**src/sv/khtbl_pkg.sv**
```systemverilog
// Shared types and constants for the keyed handle table.
package khtbl_pkg;

  localparam int KEY_W    = 64;
  localparam int HANDLE_W = 32;
  localparam int COUNT_W  = 16;
  localparam int OCC_W    = 6;

  typedef enum logic [1:0] {
    CMD_INSERT = 2'd0,
    CMD_REMOVE = 2'd1,
    CMD_FIND   = 2'd2,
    CMD_NOP    = 2'd3
  } cmd_t;

  typedef enum logic [1:0] {
    STAT_OK      = 2'd0,
    STAT_FULL    = 2'd1,
    STAT_MISSING = 2'd2
  } status_t;

  typedef struct packed {
    cmd_t                command;
    logic [KEY_W-1:0]    key;
    logic [HANDLE_W-1:0] handle;
    logic [COUNT_W-1:0]  count;
  } in_item_t;

  typedef struct packed {
    status_t             status;
    logic [HANDLE_W-1:0] found_handle;
    logic [COUNT_W-1:0]  found_count;
    logic [OCC_W-1:0]    occupancy;
  } out_item_t;

  typedef enum logic [2:0] {
    S_IDLE,
    S_EXEC,
    S_MOVE,
    S_READ,
    S_REPLY
  } state_t;

  typedef enum logic [1:0] {
    RES_PLAIN,
    RES_FOUND,
    RES_MOVED
  } res_sel_t;

  typedef struct packed {
    logic     in_load;
    logic     match_load;
    logic     rd_last;
    logic     rd_hit;
    logic     insert;
    logic     move;
    logic     res_load;
    res_sel_t res_sel;
  } dp_ctl_t;

  typedef struct packed {
    cmd_t command;
    logic hit;
  } dp_stat_t;

endpackage

```
**src/sv/khtbl_ctrl.sv**
```systemverilog
// Controller of the keyed handle table: operation sequencing and result handshake.
module khtbl_ctrl (
  input  logic                clk,
  input  logic                rst_n,
  input  logic                in_valid,
  output logic                in_ready,
  output logic                out_valid,
  input  logic                out_ready,
  input  khtbl_pkg::dp_stat_t stat,
  output khtbl_pkg::dp_ctl_t  ctl
);

  khtbl_pkg::state_t state_r, state_nxt;
  logic out_valid_r, out_valid_nxt;
  logic out_free;
  logic needs_slot;

  // The result register can take a new beat when empty or when its beat leaves now.
  assign out_free   = !out_valid_r || out_ready;
  assign needs_slot = stat.hit &&
                      (stat.command == khtbl_pkg::CMD_REMOVE ||
                       stat.command == khtbl_pkg::CMD_FIND);

  always_comb begin
    state_nxt = state_r;
    unique case (state_r)
      khtbl_pkg::S_IDLE: begin
        if (in_valid) begin
          state_nxt = khtbl_pkg::S_EXEC;
        end
      end
      khtbl_pkg::S_EXEC: begin
        if (needs_slot) begin
          state_nxt = (stat.command == khtbl_pkg::CMD_REMOVE) ?
                      khtbl_pkg::S_MOVE : khtbl_pkg::S_READ;
        end else if (out_free) begin
          state_nxt = khtbl_pkg::S_IDLE;
        end
      end
      khtbl_pkg::S_MOVE: begin
        if (out_free) begin
          state_nxt = khtbl_pkg::S_IDLE;
        end
      end
      khtbl_pkg::S_READ: begin
        state_nxt = khtbl_pkg::S_REPLY;
      end
      khtbl_pkg::S_REPLY: begin
        if (out_free) begin
          state_nxt = khtbl_pkg::S_IDLE;
        end
      end
      default: begin
        state_nxt = khtbl_pkg::S_IDLE;
      end
    endcase
  end

  always_comb begin
    ctl         = '0;
    ctl.res_sel = khtbl_pkg::RES_PLAIN;
    unique case (state_r)
      khtbl_pkg::S_IDLE: begin
        ctl.in_load = in_valid;
      end
      khtbl_pkg::S_EXEC: begin
        if (needs_slot) begin
          ctl.match_load = 1'b1;
          ctl.rd_last    = (stat.command == khtbl_pkg::CMD_REMOVE);
        end else if (out_free) begin
          ctl.res_load = 1'b1;
          ctl.insert   = (stat.command == khtbl_pkg::CMD_INSERT);
        end
      end
      khtbl_pkg::S_MOVE: begin
        if (out_free) begin
          ctl.move     = 1'b1;
          ctl.res_load = 1'b1;
          ctl.res_sel  = khtbl_pkg::RES_MOVED;
        end
      end
      khtbl_pkg::S_READ: begin
        ctl.rd_hit = 1'b1;
      end
      khtbl_pkg::S_REPLY: begin
        if (out_free) begin
          ctl.res_load = 1'b1;
          ctl.res_sel  = khtbl_pkg::RES_FOUND;
        end
      end
      default: begin
        ctl.res_sel = khtbl_pkg::RES_PLAIN;
      end
    endcase
  end

  assign out_valid_nxt = ctl.res_load || (out_valid_r && !out_ready);

  always_ff @(posedge clk) begin
    if (!rst_n) begin
      state_r     <= khtbl_pkg::S_IDLE;
      out_valid_r <= 1'b0;
    end else begin
      state_r     <= state_nxt;
      out_valid_r <= out_valid_nxt;
    end
  end

  assign in_ready  = (state_r == khtbl_pkg::S_IDLE);
  assign out_valid = out_valid_r;

endmodule

```
**config.mk**
```make
export PLATFORM = sky130hd
export DESIGN_NAME = khtbl_ctrl
export DESIGN_NICKNAME = d
export VERILOG_FILES = /design/src/sv/khtbl_pkg.sv /design/src/sv/khtbl_ctrl.sv
export SDC_FILE = /design/constraint.sdc
export NUM_CORES = 1
export LEC_CHECK = 0
export ABC_AREA = 1
export BUFFER_PORTS_ARGS = -buffer_cell sky130_fd_sc_hd__clkbuf_2
export CAP_MARGIN = 5
export CORE_AREA = 2 2 39 41
export CTS_CLUSTER_DIAMETER = 200
export DETAILED_ROUTE_END_ITERATION = 16
export DIE_AREA = 0 0 41 43
export PLACE_DENSITY_LB_ADDON = 0.12
export RECOVER_POWER = 25
export SYNTH_ARGS = -nofsm -noshare
export SYNTH_HDL_FRONTEND = slang
export SYNTH_SLANG_ARGS = --single-unit
```
**constraint.sdc**
```tcl
create_clock -name clk -period 1.5 [get_ports clk]
set_clock_uncertainty 0.1 [all_clocks]
set_input_delay 0.3 -clock clk [delete_from_list [all_inputs] [get_ports clk]]
set_output_delay 0.3 -clock clk [all_outputs]
set_load 0.01 [all_outputs]
```
Word level (Yosys, flattened, before mapping)
Cells that the tools add are included.
{ "totals": {"register_bits": 4, "out_inout_bits": 11, "wordCells": 38, "inputBits": 7} }
{ "classes": {"muxes": 19, "n_eq_ne": 7, "reduce_logical": 10} }
{ "ops": {"columns": ["cell", "count"], "rows": [
  ["2-to-1 mux 3 bit", 4],
  ["case mux 3 bit (4 select lines)", 1],
  ["2-to-1 mux 1 bit", 9],
  ["equality test 3 x 2 -> 1 bit (second input constant)", 2],
  ["2-to-1 mux 2 bit", 2],
  ["2-to-1 mux 4 bit", 1],
  ["case mux 2 bit (2 select lines)", 1],
  ["equality test 3 x 1 -> 1 bit (second input constant)", 1],
  ["equality test 3 bit (second input constant)", 1],
  ["logical NOT 3 bit", 1],
  ["logical OR 1 bit", 3],
  ["case mux 1 bit (3 select lines)", 1],
  ["equality test 2 x 1 -> 1 bit (second input constant)", 1],
  ["equality test 2 bit (second input constant)", 1],
  ["logical AND 1 bit", 2],
  ["logical NOT 1 bit", 2],
  ["logical NOT 2 bit", 1],
  ["inequality test 2 bit (second input constant)", 1],
  ["OR reduction 2 bit", 1]
]} }

Logic depth before layout (Yosys ltp)
Gate-level depths: netlist (run 1).
{ "logic_depth": {"word_depth": 6, "ltp_mapped": 7, "depth_no_buf": 7} }

Least setup slack after synthesis (run 1)
OpenSTA, ideal clock, no wires.
{ "synth_path": {"path_type": "input to output", "start": "input stat[2] in the netlist's numbering", "end": "output ctl[6] in the netlist's numbering", "path_buffers": 0, "stages": 6, "required_time_ns": 1.100, "slack_ns": 0.042, "arrival_time_ns": 1.058, "cell_sequence": "inv_1 -> ha_1 -> nand2_1 -> inv_1 -> nand2_1 -> nor3_1"} }
{ "synth_lines": {"columns": ["element", "line_no", "rtl"], "rows": [
  ["start, declared", "khtbl_ctrl.sv:9", "input khtbl_pkg::dp_stat_t stat,"],
  ["end, declared", "khtbl_ctrl.sv:10", "output khtbl_pkg::dp_ctl_t ctl"]
]} }

==> impl_metrics.csv, run 1 <==
group,metric,value,unit
clock_network,max-clock-path-buffers,2,
final_layout,diodes,0,
critical_path,required,1100,ps
timing,fin_hold_ws,184,ps
drt,firstDrtPassIters,4,
run,cap_violations,0,
status,status,"finished, violations left",
drt,drc,0,
status,violations,"setup timing",
global_route,grt_pass1_vias,393,
floorplan,die-area,0.00176,mm^2
placement,io_buffers,17,
critical_path,cp-start-kind,"flip-flop",
timing,max_freq,0.659,GHz
power,ir_drop,0.356,mV
floorplan,initial_utilization,23.1,%
yosys,synth.avg_cell_area,5.93,um^2
drt,postRouteWirelength,944,um
timing,slew_headroom,89.0,%
final_layout,final_util,47.6,%
placement,place_congestion,0.661,
critical_path,crit_path_end_kind,"primary output",
global_route,grt_max_degree,7,
yosys,netlist_area,320,um^2
yosys,seq_area_frac_synth,25.0,%
min_path,hold_path.class,"input pin to flip-flop",
floorplan,fp.dieH,43,um
timing,rsz0062_at_grt,"yes",
clock_network,clock_latency,230,ps
clock_network,numCtsBuffers,3,
floorplan,die_x,41,um
drt,wl_per_cell,9.35,um
yosys,syn_inst,54,
power,power_density,632,mW/mm^2
clock_network,clock-sinks,4,
yosys,yosysTopAreaCell,"dfxtp_1",
clock_network,clk_pin_slew_worst_paths,40,ps
floorplan,core.rowCount,14,
critical_path,cp.arrival,1120,ps
clock_network,htree_levels,1,
global_route,groute.usage.overall,12.7,%
placement,dp_slack,-132,ps
yosys,ys_seq_elements,4,
drt,drt-initial-drc-count,6,
timing,tightestPinTransition,164,ps
placement,dp_hpwl,658,um
final_layout,fillCellCount,135,
clock_network,cts_hold_buf,0,
yosys,synth_cell_types,14,
yosys,yosysTopAreaCellShare,25.0,%
final_layout,multiInputGateArea,270,um^2
floorplan,boundaryPins,18,
critical_path,crit_type,"flip-flop to primary output",
yosys,yosys_warnings,0,
drt,vias,426,
clock_network,cts-root-buf,"clkbuf_4",
final_layout,nets,96,
timing,finalHoldViolCount,0,
final_layout,seqCellArea,87.6,um^2
timing,setup_viol,3,
floorplan,core_area,0.00138,mm^2
drt,ant_nets,0,
yosys,synth_nets,63,
global_route,grt_pass1_wl,1.50,mm
global_route,overflow,0,
timing,tns,-30.4,ps
timing,min_period,1520,ps
yosys,ys_top_cells_by_area,"dfxtp_1, inv_1, nand2_1",
final_layout,drive_above_1_share,69.4,%
timing,slew_viol_final,0,
drt,via_per_inst,4.22,
timing,period_share,101,%
clock_network,cts_tree,"yes",
final_layout,syn2layout_area_growth,105,%
global_route,antenna_found_initial,0,
critical_path,critPathMaxFanout,4,
timing,final.setup.worst_slack,-16.6,ps
power,leakagePower,0.355,nW
## worst max-delay path, stage by stage, from the launching register on
cell     delay [ps]
dfxtp_4         360
nor2_4          130
inv_2            60
nand2_2          50
nand2_2          50
a21oi_2         100
buf_2           130
## sequential cells by signal (all words and copies together) (netlist names)
register,count
out_valid,1
state_r,3
## kinds of logic after synthesis
family | after synthesis | share of synthesized area (%)
AND/OR/NAND/NOR | 29 | 43.0
buffers and inverters | 14 | 16.4
AO/OA/AOI/OAI | 5 | 7.81
flip-flops | 4 | 25.0
adder cells (fa/ha/maj) | 2 | 7.81
## cells in the final DEF (no fill, tap or decap), types with 2 or more instances in the layout
cell      n
buf_2     6
nor2_1    3
dfxtp_1   2
dfxtp_4   2
nand2_2   7
inv_4     4
buf_6     4
nor2_4    2
a21oi_1   3
nor3_2    3
nand2_4   2
clkbuf_2  9
inv_2     4
nor3_1    2
nand2_1   4
nand3_1   3
buf_4     8
inv_1     6
clkbuf_4  3
## where the power goes
group          switching, W  internal [W]
registers         0.0000107      0.000112
logic             0.0000776     0.0000825
clock network     0.0000433     0.0000895
## stage by stage
stage	total power, W	cells	area, um^2
after global routing	0.000446	101	658
after detailed placement	0.000213	90	448
after floorplan	0.000176	54	320
final	0.000416	101	658
after CTS	0.000395	99	592
after global placement	0.000213	90	448
## cell usage after synthesis
library cell / instances
nand2_2: 1
nor3_1: 4
a21oi_1: 4
inv_1: 12
nand4_2: 1
nor3_2: 1
nand2_1: 12
nor2_1: 6
ha_1: 2
nand3_1: 3
inv_2: 2
o21ai_1: 1
nand4_1: 1
dfxtp_1: 4
## metal layers
metal | vias up | global-route usage, % | part of all wire, %
met2 | 12 | 18.8 | 50
met1 | 183 | 15.4 | 46
met5 | - | 0 | 0
met3 | 0 | 3.14 | 4.4
li1 | 231 | - | -
met4 | 0 | 8.00 | 0
## final timing paths
check | from | end | slack (ps) | cells past startpoint
hold reg to reg | state_r[1] | state_r[1] | 460 | 2
setup / recovery | state_r[1] | ctl[2] | -20 | 6
setup reg to reg | state_r[1] | state_r[0] | 350 | 7
hold / removal | rst_n | out_valid | 180 | 3
## final cells by class
class	count	share of cell area [%]
clock buffers	3	3.42
inverters	14	9.51
well taps	16	3.04
flip-flops and latches	4	13.3
multi-input cells	36	41.1
repair buffers	28	29.7
## repair_timing
item,in CTS,in global routing
gates resized for setup,26,20
buffers inserted,6,2
pin swaps,5,5
hold endpoints to repair,0,0
setup endpoints to repair,5,10
Note: power is estimated with default switching activity, not from simulation.
==> run 2: changes to the inputs <==
--- a/config.mk
+++ b/config.mk
@@ -12,7 +12,7 @@
 export CTS_CLUSTER_DIAMETER = 200
 export DETAILED_ROUTE_END_ITERATION = 16
 export DIE_AREA = 0 0 41 43
-export PLACE_DENSITY_LB_ADDON = 0.12
+export PLACE_DENSITY_LB_ADDON = 0.08
 export RECOVER_POWER = 25
 export SYNTH_ARGS = -nofsm -noshare
 export SYNTH_HDL_FRONTEND = slang
==> impl_metrics.csv, run 2 (synthesis gave the netlist of run 1 again) <==
group,metric,value,unit
critical_path,path_buf_inv,2,
timing,finalHoldViolCount,0,
critical_path,crit_path_end_kind,"primary output",
timing,setup_viol,4,
timing,tightestPinTransition,168,ps
power,ir_drop,0.322,mV
clock_network,clock_latency,230,ps
global_route,overflow,0,
critical_path,critPathMaxFanout,5,
timing,slew_headroom,88.8,%
drt,postRouteWirelength,901,um
critical_path,cp.arrival,1140,ps
timing,period_share,102,%
critical_path,path_depth,6,
placement,io_buffers,17,
drt,drt-initial-drc-count,4,
critical_path,cp_top_family,"flip-flops",
clock_network,cts_tree,"yes",
placement,place_congestion,0.613,
power,power_density,639,mW/mm^2
final_layout,largest-register,"state_r",
clock_network,max-clock-path-buffers,2,
run,cap_violations,0,
timing,fin_hold_ws,194,ps
min_path,hold_path.class,"input pin to flip-flop",
drt,via_per_inst,4.26,
power,leakagePower,0.334,nW
critical_path,reg2reg_depth,7,
final_layout,final_util,44.6,%
clock_network,numCtsBuffers,3,
timing,slew_viol_final,0,
clock_network,htree_levels,1,
timing,final.setup.worst_slack,-36.1,ps
clock_network,clk_pin_slew_worst_paths,30,ps
critical_path,cp_cell_sequence,"nor2_4 > inv_2 > nand2_2 > nand2_2 > a21oi_2 > buf_2",
critical_path,r2r_setup_slack,330,ps
drt,wl_per_cell,9.19,um
critical_path,cp-start-kind,"flip-flop",
timing,rsz0062_at_grt,"yes",
clock_network,cts_hold_buf,0,
status,status,"finished, violations left",
final_layout,largest_reg_flops,3,
drt,drc,0,
critical_path,crit_top_cell,"nand2_2",
final_layout,drive_above_1_share,67.1,%
drt,vias,417,
final_layout,syn2layout_area_growth,92.6,%
timing,tns,-78.7,ps
floorplan,boundaryPins,18,
global_route,antenna_found_initial,0,
global_route,groute.usage.overall,11.5,%
timing,max_freq,0.651,GHz
clock_network,cts-root-buf,"clkbuf_4",
floorplan,die_x,41,um
critical_path,required,1100,ps
status,violations,"setup timing",
final_layout,mostFrequentLayoutCells,"buf_2, buf_4, clkbuf_2, inv_1, nand2_2",
critical_path,worstSetupEndpoint,"ctl[2]",
critical_path,startpoint,"state_r[0]",
timing,min_period,1540,ps
final_layout,fillCellCount,160,
final_layout,nets,93,
global_route,grt_pass1_vias,388,
critical_path,r2r-start,"state_r[1]",
min_path,hold_start,"rst_n",
critical_path,regToRegEndpoint,"state_r[0]",
global_route,grt_max_degree,7,
placement,dp_hpwl,659,um
floorplan,core_area,0.00138,mm^2
critical_path,cpMaxStageDelayCell,"dfxtp_4",
final_layout,diodes,0,
global_route,grt_pass1_wl,1.34,mm
critical_path,crit_type,"flip-flop to primary output",
drt,ant_nets,0,
clock_network,clock-sinks,4,
placement,dp_slack,-147,ps
critical_path,critPathMaxStageDelay,370,ps
drt,firstDrtPassIters,4,
floorplan,fp.dieH,43,um
floorplan,core.rowCount,14,
floorplan,initial_utilization,23.1,%
floorplan,die-area,0.00176,mm^2
run 2: changes by cell type in the layout (fill, tap and decap cells not counted), sizes merged:
| cell | before | now |
|---|---|---|
| clkbuf | 12 | 10 |
| buf | 19 | 18 |
run 2: worst reg2reg max path: cells and delay by family (launching register included):
kind            cells  cell delay [ps]
flops               1              360
buf+inv             3              280
compound gates      1              110
simple gates        3              240
run 2: layout make-up:
type / instances / area (um^2) / area share (%)
multi-input cells: 36 / 263 / 42.6
repair buffers: 25 / 161 / 26.2
flip-flops and latches: 4 / 87.6 / 14.2
inverters: 14 / 62.6 / 10.1
clock buffers: 3 / 22.5 / 3.65
well taps: 16 / 20.0 / 3.25
run 2: what timing repair did:
item,CTS,global route
setup endpoints to repair,6,10
setup buffers,2,1
pin swaps,3,9
resized for setup,7,36
run 2: how the worst min path moves through the flow:
stage                      end  slack [ps]  depth (start not counted)
floorplan            out_valid         300                          2
global placement    state_r[1]         420                          2
detailed placement  state_r[1]         420                          2
CTS                  out_valid         190                          3
global route         out_valid         210                          3
finish               out_valid         190                          3
run 2: stage by stage:
stage | std cells | cell area [um^2] | power [W]
2_1_floorplan | 54 | 320 | 0.000176
3_3_place_gp | 92 | 463 | 0.000217
3_5_place_dp | 92 | 463 | 0.000217
4_1_cts | 97 | 515 | 0.000367
5_1_grt | 98 | 617 | 0.000422
6_report | 98 | 617 | 0.000394
run 2: where the power goes:
part	total [W]	internal [W]	switching, W
Sequential	0.000125	0.000112	0.0000121
Clock	0.000129	0.0000891	0.0000395
Combinational	0.000141	0.0000695	0.0000717
Total	0.000394	0.000271	0.000123
run 2: routing by layer:
layer / global-route usage (%) / vias to the layer above / wire length, um
li1: - / 224 / -
met1: 13.8 / 181 / 355
met2: 15.9 / 10 / 486
met3: 1.57 / 2 / 46
met4: 12.0 / 0 / 12
met5: 0 / - / 0
